$ cat src/rtl/cdbm_pkg.sv
`timescale 1ns / 1ps

package cdbm_pkg;

    // sizes
    localparam int MAX_CLOCKS  = 8;
    localparam int VALUE_WIDTH = 17;
    localparam int DIM         = MAX_CLOCKS + 1;
    localparam int CELLS       = DIM * DIM;
    localparam int IDX_W       = $clog2(DIM);
    localparam int CNT_W       = IDX_W + 1;
    localparam int CONST_W     = 15;
    localparam int ACT_W       = 4;
    localparam int CFG_IDX_W   = 1;
    localparam int CFG_DATA_W  = 15;

    typedef logic [IDX_W-1:0] t_idx;
    typedef logic [CNT_W-1:0] t_cnt;

    // one matrix entry
    typedef struct packed {
        logic                          inf;
        logic                          strict;
        logic signed [VALUE_WIDTH-1:0] val;
    } t_bound;

    localparam t_bound BOUND_ZERO  = '{inf: 1'b0, strict: 1'b0, val: '0};
    localparam t_bound BOUND_INF   = '{inf: 1'b1, strict: 1'b0, val: '0};
    localparam t_bound BOUND_EMPTY = '{inf: 1'b0, strict: 1'b1, val: '1};

    // command and result words
    typedef struct packed {
        logic [1:0]         opcode;
        logic [3:0]         clock_index;
        logic [2:0]         relation;
        logic [CONST_W-1:0] bound_constant;
    } t_cmd;

    typedef struct packed {
        logic               zone_empty;
        logic [CONST_W-1:0] lower_end;
        logic               lower_open;
        logic [CONST_W-1:0] upper_end;
        logic               upper_open;
    } t_result;

    // opcodes, relations, register indexes
    localparam logic [1:0] OP_DELAY     = 2'd0;
    localparam logic [1:0] OP_RESET     = 2'd1;
    localparam logic [1:0] OP_CONSTRAIN = 2'd2;
    localparam logic [1:0] OP_QUERY     = 2'd3;

    localparam logic [2:0] REL_LESS     = 3'd0;
    localparam logic [2:0] REL_EQUAL    = 3'd2;
    localparam logic [2:0] REL_GREATER  = 3'd4;

    localparam logic [CFG_IDX_W-1:0] CFG_ACTIVE = 1'b0;
    localparam logic [CFG_IDX_W-1:0] CFG_MAXC   = 1'b1;

    localparam logic [ACT_W-1:0]   ACTIVE_RESET = 4'd8;
    localparam logic [CONST_W-1:0] MAXC_RESET   = 15'd255;

    // what the head of the chain does to the passing entry
    typedef enum logic [2:0] {
        M_PASS  = 3'd0,
        M_DELAY = 3'd1,
        M_RESET = 3'd2,
        M_APPLY = 3'd3,
        M_CLOSE = 3'd4,
        M_NORM  = 3'd5
    } t_mode;

    typedef struct packed {
        t_mode              mode;
        logic               in_rng;
        logic               col0_row;
        logic               row_idx;
        logic               col_idx;
        logic               at_xy;
        logic               at00;
        logic               diag;
        logic               wr_empty;
        logic               do_close;
        t_bound             bnd;
        t_bound             rn_j;
        t_bound             cn_i;
        t_bound             mik;
        t_bound             mkj;
        logic [CONST_W-1:0] maxc;
    } t_head_ctl;

    // saturating bound sum
    function automatic t_bound bound_add(input t_bound a, input t_bound b);
        logic signed [VALUE_WIDTH:0] s;
        t_bound r;
        s = signed'({a.val[VALUE_WIDTH-1], a.val}) + signed'({b.val[VALUE_WIDTH-1], b.val});
        r.inf    = 1'b0;
        r.strict = a.strict | b.strict;
        if (s[VALUE_WIDTH] != s[VALUE_WIDTH-1]) begin
            r.val = s[VALUE_WIDTH] ? {1'b1, {(VALUE_WIDTH-1){1'b0}}}
                                   : {1'b0, {(VALUE_WIDTH-1){1'b1}}};
        end else begin
            r.val = s[VALUE_WIDTH-1:0];
        end
        if (a.inf || b.inf) begin
            r = BOUND_INF;
        end
        return r;
    endfunction

    // strict order on bounds
    function automatic logic bound_lt(input t_bound a, input t_bound b);
        logic r;
        if (a.inf) begin
            r = 1'b0;
        end else if (b.inf) begin
            r = 1'b1;
        end else if (a.val != b.val) begin
            r = (a.val < b.val);
        end else begin
            r = a.strict & ~b.strict;
        end
        return r;
    endfunction

endpackage

$ cat src/rtl/cdbm_cell.sv
`timescale 1ns / 1ps

module cdbm_cell
    import cdbm_pkg::*;
(
    input  logic   i_clk,
    input  logic   i_rst_n,
    input  logic   i_shift,
    input  t_bound i_d,
    output t_bound o_q
);

    t_bound r_q;

    // one matrix entry, handed on when the chain moves
    always_ff @(posedge i_clk) begin
        if (!i_rst_n) begin
            r_q <= BOUND_ZERO;
        end else if (i_shift) begin
            r_q <= i_d;
        end
    end

    assign o_q = r_q;

endmodule

$ cat config.mk
export PLATFORM = sky130hd
export DESIGN_NAME = cdbm_cell
export DESIGN_NICKNAME = d
export VERILOG_FILES = /design/src/rtl/cdbm_pkg.sv /design/src/rtl/cdbm_cell.sv
export SDC_FILE = /design/constraint.sdc
export NUM_CORES = 1
export LEC_CHECK = 0
export BUFFER_PORTS_ARGS = -buffer_cell sky130_fd_sc_hd__buf_4
export CAP_MARGIN = 5
export CELL_PAD_IN_SITES_DETAIL_PLACEMENT = 0
export CELL_PAD_IN_SITES_GLOBAL_PLACEMENT = 1
export CORE_ASPECT_RATIO = 0.75
export CORE_MARGIN = 2
export CORE_UTILIZATION = 33
export DETAILED_ROUTE_END_ITERATION = 6
export PLACE_DENSITY_LB_ADDON = 0.25
export SLEW_MARGIN = 15
export SYNTH_ARGS = -nofsm -noshare
export SYNTH_HDL_FRONTEND = slang
export SYNTH_SLANG_ARGS = --single-unit
$ cat constraint.sdc
create_clock -name i_clk -period 1.8 [get_ports i_clk]
set_input_delay 0.45 -clock i_clk [delete_from_list [all_inputs] [get_ports i_clk]]
set_output_delay 0.45 -clock i_clk [all_outputs]
set_load 0.03 [all_outputs]
==> results.sh <==
export IMPL_pwr_density_cell_mw_per_mm2=806
export IMPL_cts_buffer_depth=2
export IMPL_first_iter_violations=2
export IMPL_status="finished clean"
export IMPL_diodes=0
export IMPL_via_count=541
export IMPL_worst_slack_ns=0.548
export IMPL_rr_endpoint="o_q[17]$_SDFFE_PN0P_"
export IMPL_p_leak_nw=0.517
export IMPL_setup_viol=0
export IMPL_synth_distinct_cells=6
export IMPL_syn_area_um2=724
export IMPL_dp_hpwl_mm=1.03
export IMPL_post_drt_wl_per_cell_um=10.9
export IMPL_cts_sinks=19
export IMPL_slew_violations=0
export IMPL_cts_tree="built"
export IMPL_synth_top_family_by_area="multiplexers"
export IMPL_final_common_cell="buf_4"
export IMPL_syn_num_nets=82
export IMPL_drc_errors=0
export IMPL_relSlewSlack_pct=79.3
export IMPL_drt_pass1_iterations=2
export IMPL_ant_nets=0
export IMPL_die_height_um=44.6
export IMPL_peakVddDrop_v=0.000534
export IMPL_grt_max_degree=20
export IMPL_synth_adder_area_share_pct=0
export IMPL_worstSetupPathDepth=1
export IMPL_post_synth_xor_area_fraction_pct=0
export IMPL_worstRegToRegCells=2
export IMPL_r2r_slack_ns=1.18
export IMPL_worstPathBufferInverterCount=1
export IMPL_postCtsSetupBuffers=0
export IMPL_coreArea_mm2=0.00203
export IMPL_grt_overflow=0
export IMPL_startpoint="o_q[14]$_SDFFE_PN0P_"
export IMPL_p_int_mw=0.621
export IMPL_clkLatencyLatePin_ns=0.29
export IMPL_worstHoldStart="i_d[3]"
export IMPL_drive_gt1_share_pct=42.6
export IMPL_antenna_found_initial=0
export IMPL_rr_startpoint="o_q[17]$_SDFFE_PN0P_"
export IMPL_cap_violations=0
export IMPL_ys_ff_latch=19
export IMPL_worstPathRequired_ns=1.35
export IMPL_routed_via_density=4.33
export IMPL_critPathArrivalTime_ns=0.80
export IMPL_yosys_warnings=0
export IMPL_portBuffers=40
export IMPL_p_clk_share_pct=24.2
export IMPL_place_congestion=0.600
export IMPL_yosys_area_share_simple_pct=16.4
export IMPL_synth_compound_area_share_pct=0
export IMPL_grt_pass1_vias=525
export IMPL_seq_area_frac_synth_pct=52.5
export IMPL_seq_power_share_pct=54.3
export IMPL_area_growth_pct=44.4
export IMPL_cts_root_buf="clkbuf_4"
export IMPL_cts_hold_buf=0
export IMPL_htreeDepth=1
export IMPL_largest_reg_flops=19
export IMPL_grt_pass1_wl_mm=2.22
export IMPL_final_cell_mix="buf_4, mux2i_1, nor2b_1, dfxtp_1, clkbuf_4"
export IMPL_hold_viol=0
export IMPL_synth_cells=60
export IMPL_cp_slowest_stage_delay_ns=0.35
export IMPL_switchingPower_mw=0.222
export IMPL_path_clk_slew_ns=0.10
export IMPL_hold_path_class="in -> reg"
export IMPL_totalWireLength_mm=1.37
export IMPL_worstMarginPinSlew_ns=0.311
export IMPL_fin_tns_setup_ns=0
export IMPL_grt_use_total_pct=11.5
export IMPL_path_cells="buf_4"
export IMPL_io_pins=41
export IMPL_cp_start_kind="register"
export IMPL_max_freq_ghz=0.799
export IMPL_rsz0062_at_grt="no"
export IMPL_min_period_ns=1.25
export IMPL_cp_slowest_cell="dfxtp_1"
export IMPL_combPwrFrac_pct=21.5
export IMPL_finish_net_count=124
export IMPL_initial_core_util_pct=35.7
export IMPL_critPathKind="reg -> out"
export IMPL_fin_crit_sh_pct=69.6
export IMPL_path_max_fanout=2
export IMPL_path_delay_family="flip-flops"
export IMPL_switching_share_pct=26.4
export IMPL_cp_end_kind="output pin"
export IMPL_dieArea_mm2=0.00259
export IMPL_avgSynthCellArea_um2=12.1
export IMPL_ctsResizeCount=0
export IMPL_dp_slack_ns=0.601
export IMPL_cts_made_buffers=3
export IMPL_synth_mux_area_share_pct=26.3
export IMPL_rows=14
export IMPL_fp_dieW_um=58.1
export IMPL_fin_worst_skew_ns=0
export IMPL_crit_end="o_q[14]"
-- routing by layer --
| metal | GRT usage (%) | share of wire, % | vias up |
|---|---|---|---|
| met2 | 20.2 | 51 | 18 |
| met4 | 4.19 | 0.88 | 0 |
| met1 | 12.8 | 42 | 242 |
| met3 | 4.39 | 5.4 | 2 |
| met5 | 0 | 0 | - |
| li1 | - | - | 279 |
-- metrics by stage --
step	utilization, %	instance area, um2	hold WS, ns	power [mW]	cells
5_1_grt	51.5	1050	0.397	0.898	125
6_report	51.5	1050	0.414	0.843	125
3_5_place_dp	50.2	1020	0.510	0.651	121
2_1_floorplan	-	724	0.578	0.575	60
3_3_place_gp	50.2	1020	0.496	0.648	121
4_1_cts	51.5	1050	0.399	0.862	125
-- worst min-delay path by stage --
stage | end | slack (ns) | depth (start not counted)
finish | o_q[3]$_SDFFE_PN0P_ | 0.41 | 3
detailed placement | o_q[9]$_SDFFE_PN0P_ | 0.51 | 2
CTS | o_q[3]$_SDFFE_PN0P_ | 0.40 | 3
floorplan | o_q[0]$_SDFFE_PN0P_ | 0.58 | 1
global route | o_q[5]$_SDFFE_PN0P_ | 0.40 | 3
global placement | o_q[17]$_SDFFE_PN0P_ | 0.50 | 2
-- kinds of logic after synthesis --
| group | count (synthesis) |
|---|---|
| buffers and inverters | 3 |
| DFF | 19 |
| and+or+nand+nor | 19 |
| muxes | 19 |
-- area by class of cell --
| cell class | instances | area, um2 |
|---|---|---|
| timing repair buffer | 40 | 300 |
| sequential | 19 | 380 |
| multi-input combinational | 38 | 309 |
| tap | 24 | 30.0 |
| fill | 196 | 986 |
| clock buffer | 4 | 26.3 |
-- cell usage after synthesis --
master / number / area share (%)
buf_12: 1 / 2.8
dfxtp_1: 19 / 53
mux2i_1: 19 / 26
clkbuf_1: 1 / 0.52
buf_6: 1 / 1.6
nor2b_1: 19 / 16
-- power by group through the flow --
| stage | Clock (mW) | Combinational, mW | Sequential, mW |
|---|---|---|---|
| final | 0.204 | 0.181 | 0.458 |
| after floorplan | 0 | 0.0584 | 0.516 |
| after global placement | 0 | 0.181 | 0.467 |
| after detailed placement | 0 | 0.184 | 0.468 |
| after global routing | 0.242 | 0.194 | 0.462 |
| after CTS | 0.220 | 0.184 | 0.458 |
Note: power is estimated with default switching activity, not from simulation.
