<file path="src/rtl/cdbm_pkg.sv">
`timescale 1ns / 1ps

package cdbm_pkg;

    // sizes
    localparam int MAX_CLOCKS  = 8;
    localparam int VALUE_WIDTH = 17;
    localparam int DIM         = MAX_CLOCKS + 1;
    localparam int CELLS       = DIM * DIM;
    localparam int IDX_W       = $clog2(DIM);
    localparam int CNT_W       = IDX_W + 1;
    localparam int CONST_W     = 15;
    localparam int ACT_W       = 4;
    localparam int CFG_IDX_W   = 1;
    localparam int CFG_DATA_W  = 15;

    typedef logic [IDX_W-1:0] t_idx;
    typedef logic [CNT_W-1:0] t_cnt;

    // one matrix entry
    typedef struct packed {
        logic                          inf;
        logic                          strict;
        logic signed [VALUE_WIDTH-1:0] val;
    } t_bound;

    localparam t_bound BOUND_ZERO  = '{inf: 1'b0, strict: 1'b0, val: '0};
    localparam t_bound BOUND_INF   = '{inf: 1'b1, strict: 1'b0, val: '0};
    localparam t_bound BOUND_EMPTY = '{inf: 1'b0, strict: 1'b1, val: '1};

    // command and result words
    typedef struct packed {
        logic [1:0]         opcode;
        logic [3:0]         clock_index;
        logic [2:0]         relation;
        logic [CONST_W-1:0] bound_constant;
    } t_cmd;

    typedef struct packed {
        logic               zone_empty;
        logic [CONST_W-1:0] lower_end;
        logic               lower_open;
        logic [CONST_W-1:0] upper_end;
        logic               upper_open;
    } t_result;

    // opcodes, relations, register indexes
    localparam logic [1:0] OP_DELAY     = 2'd0;
    localparam logic [1:0] OP_RESET     = 2'd1;
    localparam logic [1:0] OP_CONSTRAIN = 2'd2;
    localparam logic [1:0] OP_QUERY     = 2'd3;

    localparam logic [2:0] REL_LESS     = 3'd0;
    localparam logic [2:0] REL_EQUAL    = 3'd2;
    localparam logic [2:0] REL_GREATER  = 3'd4;

    localparam logic [CFG_IDX_W-1:0] CFG_ACTIVE = 1'b0;
    localparam logic [CFG_IDX_W-1:0] CFG_MAXC   = 1'b1;

    localparam logic [ACT_W-1:0]   ACTIVE_RESET = 4'd8;
    localparam logic [CONST_W-1:0] MAXC_RESET   = 15'd255;

    // what the head of the chain does to the passing entry
    typedef enum logic [2:0] {
        M_PASS  = 3'd0,
        M_DELAY = 3'd1,
        M_RESET = 3'd2,
        M_APPLY = 3'd3,
        M_CLOSE = 3'd4,
        M_NORM  = 3'd5
    } t_mode;

    typedef struct packed {
        t_mode              mode;
        logic               in_rng;
        logic               col0_row;
        logic               row_idx;
        logic               col_idx;
        logic               at_xy;
        logic               at00;
        logic               diag;
        logic               wr_empty;
        logic               do_close;
        t_bound             bnd;
        t_bound             rn_j;
        t_bound             cn_i;
        t_bound             mik;
        t_bound             mkj;
        logic [CONST_W-1:0] maxc;
    } t_head_ctl;

    // saturating bound sum
    function automatic t_bound bound_add(input t_bound a, input t_bound b);
        logic signed [VALUE_WIDTH:0] s;
        t_bound r;
        s = signed'({a.val[VALUE_WIDTH-1], a.val}) + signed'({b.val[VALUE_WIDTH-1], b.val});
        r.inf    = 1'b0;
        r.strict = a.strict | b.strict;
        if (s[VALUE_WIDTH] != s[VALUE_WIDTH-1]) begin
            r.val = s[VALUE_WIDTH] ? {1'b1, {(VALUE_WIDTH-1){1'b0}}}
                                   : {1'b0, {(VALUE_WIDTH-1){1'b1}}};
        end else begin
            r.val = s[VALUE_WIDTH-1:0];
        end
        if (a.inf || b.inf) begin
            r = BOUND_INF;
        end
        return r;
    endfunction

    // strict order on bounds
    function automatic logic bound_lt(input t_bound a, input t_bound b);
        logic r;
        if (a.inf) begin
            r = 1'b0;
        end else if (b.inf) begin
            r = 1'b1;
        end else if (a.val != b.val) begin
            r = (a.val < b.val);
        end else begin
            r = a.strict & ~b.strict;
        end
        return r;
    endfunction

endpackage

</file>
<file path="src/rtl/cdbm_head.sv">
`timescale 1ns / 1ps

module cdbm_head
    import cdbm_pkg::*;
(
    input  t_head_ctl i_ctl,
    input  t_bound    i_cur,
    output t_bound    o_out
);

    t_bound top_b;
    t_bound bot_b;
    t_bound d;

    // update of the entry leaving the head of the chain
    always_comb begin
        top_b = '{inf: 1'b0, strict: 1'b0,
                  val: signed'({{(VALUE_WIDTH-CONST_W){1'b0}}, i_ctl.maxc})};
        bot_b = '{inf: 1'b0, strict: 1'b1,
                  val: -signed'({{(VALUE_WIDTH-CONST_W){1'b0}}, i_ctl.maxc})};
        d     = bound_add(i_ctl.mik, i_ctl.mkj);
        o_out = i_cur;
        if (i_ctl.in_rng) begin
            unique case (i_ctl.mode)
                M_PASS: begin
                    o_out = i_cur;
                end
                M_DELAY: begin
                    if (i_ctl.col0_row) o_out = BOUND_INF;
                end
                M_RESET: begin
                    if (i_ctl.row_idx) begin
                        o_out = i_ctl.rn_j;
                    end else if (i_ctl.col_idx) begin
                        o_out = i_ctl.cn_i;
                    end
                end
                M_APPLY: begin
                    if (i_ctl.wr_empty) begin
                        if (i_ctl.at00) o_out = BOUND_EMPTY;
                    end else if (i_ctl.at_xy) begin
                        o_out = i_ctl.bnd;
                    end else if (i_ctl.do_close && i_ctl.diag) begin
                        o_out = BOUND_ZERO;
                    end
                end
                M_CLOSE: begin
                    if (bound_lt(d, i_cur)) o_out = d;
                end
                M_NORM: begin
                    if (!i_cur.inf) begin
                        if (bound_lt(top_b, i_cur)) begin
                            o_out = BOUND_INF;
                        end else if (bound_lt(i_cur, bot_b)) begin
                            o_out = bot_b;
                        end
                    end
                end
                default: begin
                    o_out = i_cur;
                end
            endcase
        end
    end

endmodule

</file>
<file path="config.mk">
export PLATFORM = sky130hd
export DESIGN_NAME = cdbm_head
export DESIGN_NICKNAME = d
export VERILOG_FILES = /design/src/rtl/cdbm_pkg.sv /design/src/rtl/cdbm_head.sv
export SDC_FILE = /design/constraint.sdc
export NUM_CORES = 1
export LEC_CHECK = 0
export ABC_AREA = 1
export BUFFER_PORTS_ARGS = -buffer_cell sky130_fd_sc_hd__buf_2
export CORE_UTILIZATION = 55
export DETAILED_ROUTE_END_ITERATION = 10
export PLACE_DENSITY = 0.85
export SYNTH_ARGS = -nofsm -noshare
export SYNTH_HDL_FRONTEND = slang
export SYNTH_SLANG_ARGS = --single-unit
</file>
<file path="constraint.sdc">
create_clock -name vclk -period 13.6
set_input_delay 2.72 -clock vclk [all_inputs]
set_output_delay 2.72 -clock vclk [all_outputs]
set_load 0.02 [all_outputs]
</file>
==> results of run 1 <==
[layout by cell type (no fill, tap or decap), types with 2 or more instances in the layout]
master	netlist	routed
sky130_fd_sc_hd__a21o_1	3	3
sky130_fd_sc_hd__a21oi_1	89	89
sky130_fd_sc_hd__a31oi_1	2	2
sky130_fd_sc_hd__buf_2	4	160
sky130_fd_sc_hd__clkinv_1	2	2
sky130_fd_sc_hd__ha_1	69	69
sky130_fd_sc_hd__inv_1	132	132
sky130_fd_sc_hd__inv_2	2	2
sky130_fd_sc_hd__nand2_1	300	300
sky130_fd_sc_hd__nand2_2	15	15
sky130_fd_sc_hd__nand3_1	92	92
sky130_fd_sc_hd__nand3_2	11	11
sky130_fd_sc_hd__nand3b_1	4	4
sky130_fd_sc_hd__nand4_1	15	15
sky130_fd_sc_hd__nor2_1	101	101
sky130_fd_sc_hd__nor2_2	3	3
sky130_fd_sc_hd__nor2_4	2	2
sky130_fd_sc_hd__nor3_1	20	20
sky130_fd_sc_hd__nor4_1	5	5
sky130_fd_sc_hd__o21ai_0	54	54
sky130_fd_sc_hd__o21bai_1	2	2
sky130_fd_sc_hd__o311ai_0	18	18
sky130_fd_sc_hd__or2_2	4	4
sky130_fd_sc_hd__xor2_1	10	10
[area by class of cell]
type | count | area [um2]
Fill cell | 976 | 3252
Inverter | 136 | 510.5
Multi-Input combinational cell | 834 | 4508
Tap cell | 129 | 161.4
Timing Repair Buffer | 161 | 808.3
[worst min path at each step]
stage              start   endpoint  depth (start not counted)
2_1_floorplan  i_cur[17]  o_out[17]                          2
3_3_place_gp   i_cur[17]  o_out[17]                          4
3_5_place_dp   i_cur[17]  o_out[17]                          4
4_1_cts        i_cur[17]  o_out[17]                          4
5_1_grt        i_cur[17]  o_out[17]                          4
6_report       i_cur[17]  o_out[17]                          4
[per-layer routing]
layer / track usage, % / vias up / share of wire, %
met4: 14.37 / 0 / 3.6
met1: 48.23 / 3122 / 41
met5: 0 / - / 0
met3: 5.153 / 62 / 12
met2: 56.71 / 463 / 43
li1: - / 3578 / -
[cell families after synthesis]
family / synth area share [%]
buffers and inverters: 14.42
AND/OR/NAND/NOR: 48.46
multiplexers: 0.1900
XOR/XNOR: 1.663
adder cells (fa/ha/maj): 16.77
AO/OA/AOI/OAI: 18.50
[power groups by stage]
stage / registers [mW] / logic, mW / clock network [mW]
finish: 0 / 0.259 / 0
global route: 0 / 0.287 / 0
CTS: 0 / 0.252 / 0
detailed placement: 0 / 0.251 / 0
global placement: 0 / 0.248 / 0
floorplan: 0 / 0.183 / 0
[stage by stage]
stage               setup slack, ns  std cells
floorplan                     3.922       1007
finish                        2.732       1260
CTS                           2.873       1260
detailed placement            2.884       1260
global placement              3.051       1260
global route                  2.169       1260
==> metrics.csv, run 1 <==
metric,value,unit
run_status,finished clean,
placement.io_buffers,160,
timing.critical_path.depth,34,
switching_share,65.75,%
relative_contribution_of_the_clock_network_to_total_power,0,%
timing.critical_path.fanout_max,20,
ratio_of_cells_with_drive_above_1_in_the_final_layout,17.95,%
setup.worst_path.start,i_ctl[15],
ant_diodes,0,
final_util,64.81,%
fin_crit,10.87,ns
synth_area_leader_cell,sky130_fd_sc_hd__nand2_1,
powerDensity,43.19,nW/um2
core.rowCount,35,
place.detailed.hpwl,14630,um
postSynthCellCount,1007,
totalPowerFinal,0.2586,mW
cts_hold_buffers,0,
data_required_critical_path,10.88,ns
synth_top_cell_area_share,21.38,%
yosys_warnings,0,
synth_common_cells,"300 x sky130_fd_sc_hd__nand2_1, 132 x sky130_fd_sc_hd__inv_1, 101 x sky130_fd_sc_hd__nor2_1",
via_per_inst,5.734,
grtUsageTotal,35.66,%
synth_most_common_cell,sky130_fd_sc_hd__nand2_1,
number_of_setup_violations_in_the_final_report,0,
timing_worst_slew_pin_value,0.9125,ns
antenna_violations_before_repair,0,
fp.dieArea,9973,um2
globalplace.congestion,0.9846,
yosys-top-cells-area,"sky130_fd_sc_hd__nand2_1 21%, sky130_fd_sc_hd__ha_1 16%, sky130_fd_sc_hd__inv_1 9.4%",
fmax,0.09202,GHz
unrepaired_setup_endpoints_after_global_routing,false,
synth_cell_type_count,46,
globalRoute.totalOverflow,0,
avgRoutedWirePerCell,14.64,um
drt_iter0_drc,716,
first_pass_iters,8,
flops_and_latches,0,
post_cts_setup_driven_buffer_insertion_count,0,
routed_wirelength,18450,um
first_global_vias,6102,
pwr-share-comb,100.0,%
worst_setup_path_endpoint,o_out[8],
hold_violations,0,
internal_power,0.08857,mW
drt.antenna.violating_nets,0,
holdCritPathClass,primary input to output port,
netlist_area,5268,um2
critPathTopFamily,simple AND/OR/NAND/NOR gates,
vdd_drop_max,0.00002791,V
n_clock_buffer,0,
seq_area,0,um2
max_slew_headroom_at_the_worst_pin,39.10,%
fin_setup_tns,0,ns
hold_ws,5.879,ns
placed_cell_area,5988,um2
drc,0,
period_share,79.91,%
core_area,9240,um2
post_cts_resized,0,
max-cap-violations,0,
starting_density_of_the_core,57.01,%
setup.worst_path.class,primary input to output port,
pwr-share-seq,0,%
grt_pass1_wl,28970,um
leakagePower,3.466,nW
cpPeakStageDelay,0.61,ns
ioPinCount,160,
worst_path_max_delay_cell,sky130_fd_sc_hd__nand2_1,
cp-start-kind,primary input,
synth.yosys.seq_area_share,0,%
synth_area_per_cell,5.231,um2
worst-endpoint-arrival,8.15,ns
grt_max_degree,39,
final_max_slew_viol_count,0,
die-width,99.87,um
die_height,99.87,um
buffers_plus_inverters_on_the_worst_setup_path,7,
finalNetCount,1344,
net_count_synth,1218,
synthToLayoutAreaGrowth,13.68,%
finalInstanceArea,5988,um2
cp-end-kind,output port,
power.switching,0.1701,mW
detailroute.via_count,7225,
(Power assumes the default switching activity.)
==> inputs of run 2 (changes only) <==
clock period = 11.1 ns   (was 13.6 ns; I/O delays follow)
==> metrics.csv, run 2 (synthesis gave the netlist of run 1 again) <==
metric,value,unit
run_status,finished clean,
setup.worst_path.class,primary input to output port,
unrepaired_setup_endpoints_after_global_routing,false,
vdd_drop_max,0.00003036,V
final_util,64.81,%
antenna_violations_before_repair,0,
layout_commonest_cell,sky130_fd_sc_hd__nand2_1,
fmax,0.1019,GHz
die-width,99.87,um
worst-endpoint-arrival,7.60,ns
fin_setup_tns,0,ns
fp.dieArea,9973,um2
switching_share,65.80,%
worst_setup_path_endpoint,o_out[8],
finalNetCount,1344,
drc,0,
grtUsageTotal,36.21,%
cts_hold_buffers,0,
die_height,99.87,um
cp-start-kind,primary input,
dp_worst_setup_slack,1.413,ns
timing.critical_path.fanout_max,20,
period_share,88.44,%
grt_pass1_wl,29390,um
data_required_critical_path,8.88,ns
timing_worst_slew_pin_value,0.9015,ns
first_global_vias,6241,
pwr-share-comb,100.0,%
internal_power,0.1087,mW
ant_diodes,0,
ratio_of_cells_with_drive_above_1_in_the_final_layout,17.95,%
post_cts_setup_driven_buffer_insertion_count,0,
placement.io_buffers,160,
starting_density_of_the_core,57.01,%
powerDensity,53.10,nW/um2
min_path_cells,4,
most-common-layout-cells,"300 x sky130_fd_sc_hd__nand2_1, 160 x sky130_fd_sc_hd__buf_2, 132 x sky130_fd_sc_hd__inv_1",
leakagePower,3.466,nW
finalInstanceArea,5988,um2
first_pass_iters,6,
post_cts_resized,0,
worst_slack,1.283,ns
synthToLayoutAreaGrowth,13.68,%
max-cap-violations,0,
core.rowCount,35,
detailroute.via_count,7265,
cpPeakStageDelay,0.61,ns
placed_cell_area,5988,um2
flops_and_latches,0,
routed_wirelength,18680,um
place.detailed.hpwl,14830,um
number_of_setup_violations_in_the_final_report,0,
drt_iter0_drc,776,
max_slew_headroom_at_the_worst_pin,39.83,%
pwr-share-seq,0,%
cp-end-kind,output port,
drt.antenna.violating_nets,0,
via_per_inst,5.766,
hold_violations,0,
setup.worst_path.start,i_ctl[15],
globalRoute.totalOverflow,0,
fin_crit,9.817,ns
n_clock_buffer,0,
fillers,956,
grt_max_degree,39,
core_area,9240,um2
ioPinCount,160,
seq_area,0,um2
globalplace.congestion,1.008,
holdCritPathClass,primary input to output port,
final_max_slew_viol_count,0,
worst_path_max_delay_cell,sky130_fd_sc_hd__nand2_1,
avgRoutedWirePerCell,14.82,um
power.switching,0.2092,mW
relative_contribution_of_the_clock_network_to_total_power,0,%
[run 2: per-stage QoR]
step,power (mW),std cells,hold slack [ns]
floorplan,0.2240,1007,4.620
finish,0.3180,1260,4.897
CTS,0.3103,1260,4.885
detailed placement,0.3086,1260,4.885
global placement,0.3042,1260,4.878
global route,0.3527,1260,4.916
[run 2: area by class of cell]
type	instances	area [um2]	share of cell area (%)
tap	129	161.4	2.695
timing repair buffer	161	808.3	13.50
multi-input combinational	834	4508	75.28
inverter	136	510.5	8.525
[run 2: power groups by stage]
stage	logic, mW	clock network [mW]	registers (mW)
after global routing	0.353	0	0
after CTS	0.310	0	0
final	0.318	0	0
after global placement	0.304	0	0
after detailed placement	0.309	0	0
after floorplan	0.224	0	0
[run 2: worst min path at each step]
stage | startpoint | endpoint | slack (ns)
2_1_floorplan | i_cur[17] | o_out[17] | 4.62
3_3_place_gp | i_cur[17] | o_out[17] | 4.88
3_5_place_dp | i_cur[4] | o_out[4] | 4.88
4_1_cts | i_cur[4] | o_out[4] | 4.88
5_1_grt | i_cur[4] | o_out[4] | 4.92
6_report | i_cur[4] | o_out[4] | 4.90
[run 2: layer usage]
metal  up-vias  global-route usage [%]  wire, um
li1       3581                       -         -
met3        75                   5.014      2298
met2       460                   58.62      8073
met4         0                   13.91       765
met5         -                       0         0
met1      3149                   48.53      7540
[run 2: worst max-delay path: cells and delay by family]
family / cells / cell delay [ns]
compound gates: 3 / 0.36
xor+xnor: 1 / 0.21
fa+ha+maj: 4 / 1.30
simple gates: 19 / 2.71
buf+inv: 7 / 0.78
==> inputs of run 3 (changes only) <==
ABC_AREA = default   (was 1)
CORE_UTILIZATION = 53   (was 55)
GPL_ROUTABILITY_DRIVEN = 0   (was default)
==> metrics.csv, run 3 <==
metric,value,unit
leakagePower,2.443,nW
yosys-mux-area-fraction,4.555,%
synth_top_cell_area_share,19.64,%
grt_pass1_wl,26150,um
fmax,0.09575,GHz
antenna_violations_before_repair,0,
die_height,93.07,um
setup.worst_path.class,primary input to output port,
place.detailed.hpwl,13880,um
net_count_synth,890,
starting_density_of_the_core,55.73,%
n_clock_buffer,0,
post_cts_setup_driven_buffer_insertion_count,0,
drc,0,
via_per_inst,6.811,
synth_compound_area_share,38.83,%
worst-endpoint-arrival,8.22,ns
yosys_warnings,0,
timing.critical_path.fanout_max,26,
first_global_vias,5577,
powerDensity,54.86,nW/um2
data_required_critical_path,8.88,ns
cp-start-kind,primary input,
first_pass_iters,8,
ioPinCount,160,
seq_area,0,um2
netlist_area,4395,um2
placement.io_buffers,160,
unrepaired_setup_endpoints_after_global_routing,false,
synth.yosys.seq_area_share,0,%
most-common-layout-cells,"160 x sky130_fd_sc_hd__buf_2, 93 x sky130_fd_sc_hd__a21oi_1, 86 x sky130_fd_sc_hd__nor2_1",
yosys.area_share.simple,24.42,%
routed_wirelength,17110,um
synth_cell_type_count,64,
number_of_setup_violations_in_the_final_report,0,
core_area,7888,um2
flops_and_latches,0,
postSynthCellCount,679,
synthToLayoutAreaGrowth,17.73,%
die-width,93.07,um
post_cts_resized,0,
cpPeakStageDelay,0.63,ns
worst_path_max_delay_cell,sky130_fd_sc_hd__nor2_1,
finalInstanceArea,5175,um2
yosys.area_share.xor_xnor,5.380,%
avgRoutedWirePerCell,18.98,um
internal_power,0.1047,mW
hold_violations,0,
critPathTopFamily,compound AO/OA/AOI/OAI gates,
yosys-top-cells-area,"sky130_fd_sc_hd__ha_1 20%, sky130_fd_sc_hd__a21oi_1 11%, sky130_fd_sc_hd__nor2_1 7.3%",
fin_crit,10.44,ns
max_slew_headroom_at_the_worst_pin,18.24,%
pwr-share-comb,100.0,%
pwr-share-seq,0,%
detailroute.via_count,6137,
relative_contribution_of_the_clock_network_to_total_power,0,%
hold_path.startpoint,i_cur[7],
synth_area_per_cell,6.473,um2
finalNetCount,1012,
timing_worst_slew_pin_value,1.195,ns
grt_max_degree,39,
grtUsageTotal,37.43,%
period_share,94.09,%
synth_area_leader_cell,sky130_fd_sc_hd__ha_1,
post_synthesis_share_of_cell_area_spent_on_full_adders_half_adders_and_majority_gates,20.10,%
drt.antenna.violating_nets,0,
cp-end-kind,output port,
ant_diodes,0,
synth_most_common_cell,sky130_fd_sc_hd__a21oi_1,
cts_hold_buffers,0,
placed_cell_area,5175,um2
final_max_slew_viol_count,0,
fp.dieArea,8661,um2
fin_setup_tns,0,ns
globalRoute.totalOverflow,0,
holdCritPathClass,primary input to output port,
power.switching,0.1792,mW
vdd_drop_max,0.00002974,V
run_status,finished clean,
drt_iter0_drc,926,
synth_common_cells,"93 x sky130_fd_sc_hd__a21oi_1, 86 x sky130_fd_sc_hd__nor2_1, 69 x sky130_fd_sc_hd__ha_1",
core.rowCount,32,
dominant_combinational_cell_family_by_area_after_synthesis,compound AO/OA/AOI/OAI gates,
ratio_of_cells_with_drive_above_1_in_the_final_layout,21.65,%
max-cap-violations,0,
layout_commonest_cell,sky130_fd_sc_hd__buf_2,
setup.worst_path.start,i_ctl[15],
switching_share,63.11,%
buffers_plus_inverters_on_the_worst_setup_path,4,
run 3: cell count changes after synthesis, sizes merged, moves of 9 or more:
| cell | previous run | this run |
|---|---|---|
| nand2 | 316 | 40 |
| and3 | 0 | 9 |
| mux2i | 1 | 20 |
| o311ai | 18 | 3 |
| clkbuf | 22 | 32 |
| nand3 | 103 | 16 |
| xnor2 | 0 | 17 |
| inv | 134 | 35 |
| nor2 | 106 | 86 |
| a211oi | 1 | 10 |
| o21ai | 55 | 38 |
| a31oi | 2 | 14 |
run 3: cell families (layout without fill, tap and decap cells):
| group | count (synthesis) | after routing |
|---|---|---|
| AND/OR/NAND/NOR | 226 | 226 |
| adder cells (fa/ha/maj) | 70 | 70 |
| AO/OA/AOI/OAI | 259 | 259 |
| XOR/XNOR | 27 | 27 |
| buffers and inverters | 77 | 197 |
| multiplexers | 20 | 20 |
run 3: path summary, 6_finish.rpt:
path	endpoint	slack, ns	cells after the start
max	o_out[17]	0.66	27
min	o_out[7]	4.91	3
run 3: area by class of cell:
type	instances	area (um2)
Fill cell	717	2713
Inverter	35	131.4
Multi-Input combinational cell	602	4100
Tap cell	102	127.6
Timing Repair Buffer	162	815.8
run 3: through the flow:
step / util, % / hold slack, ns / total power [mW] / std cells / setup slack [ns]
6_report: 65.61 / 4.910 / 0.2839 / 901 / 0.6561
5_1_grt: 65.61 / 4.915 / 0.3061 / 901 / 0.1967
4_1_cts: 65.61 / 4.899 / 0.2736 / 901 / 0.8510
3_5_place_dp: 65.61 / 4.901 / 0.2721 / 901 / 0.8695
3_3_place_gp: 65.61 / 4.907 / 0.2632 / 901 / 1.080
2_1_floorplan: - / 4.619 / 0.1835 / 679 / 1.754
run 3: power by group through the flow:
stage	combinational, mW	sequential, mW	clock (mW)
2_1_floorplan	0.184	0	0
3_3_place_gp	0.263	0	0
3_5_place_dp	0.272	0	0
4_1_cts	0.274	0	0
5_1_grt	0.306	0	0
6_report	0.284	0	0
run 3: per-layer routing:
layer  part of all wire (%)  GRT usage [%]
met5                      0              0
met4                    6.0          17.18
met3                     14          9.593
met2                     42          59.50
met1                     38          47.12
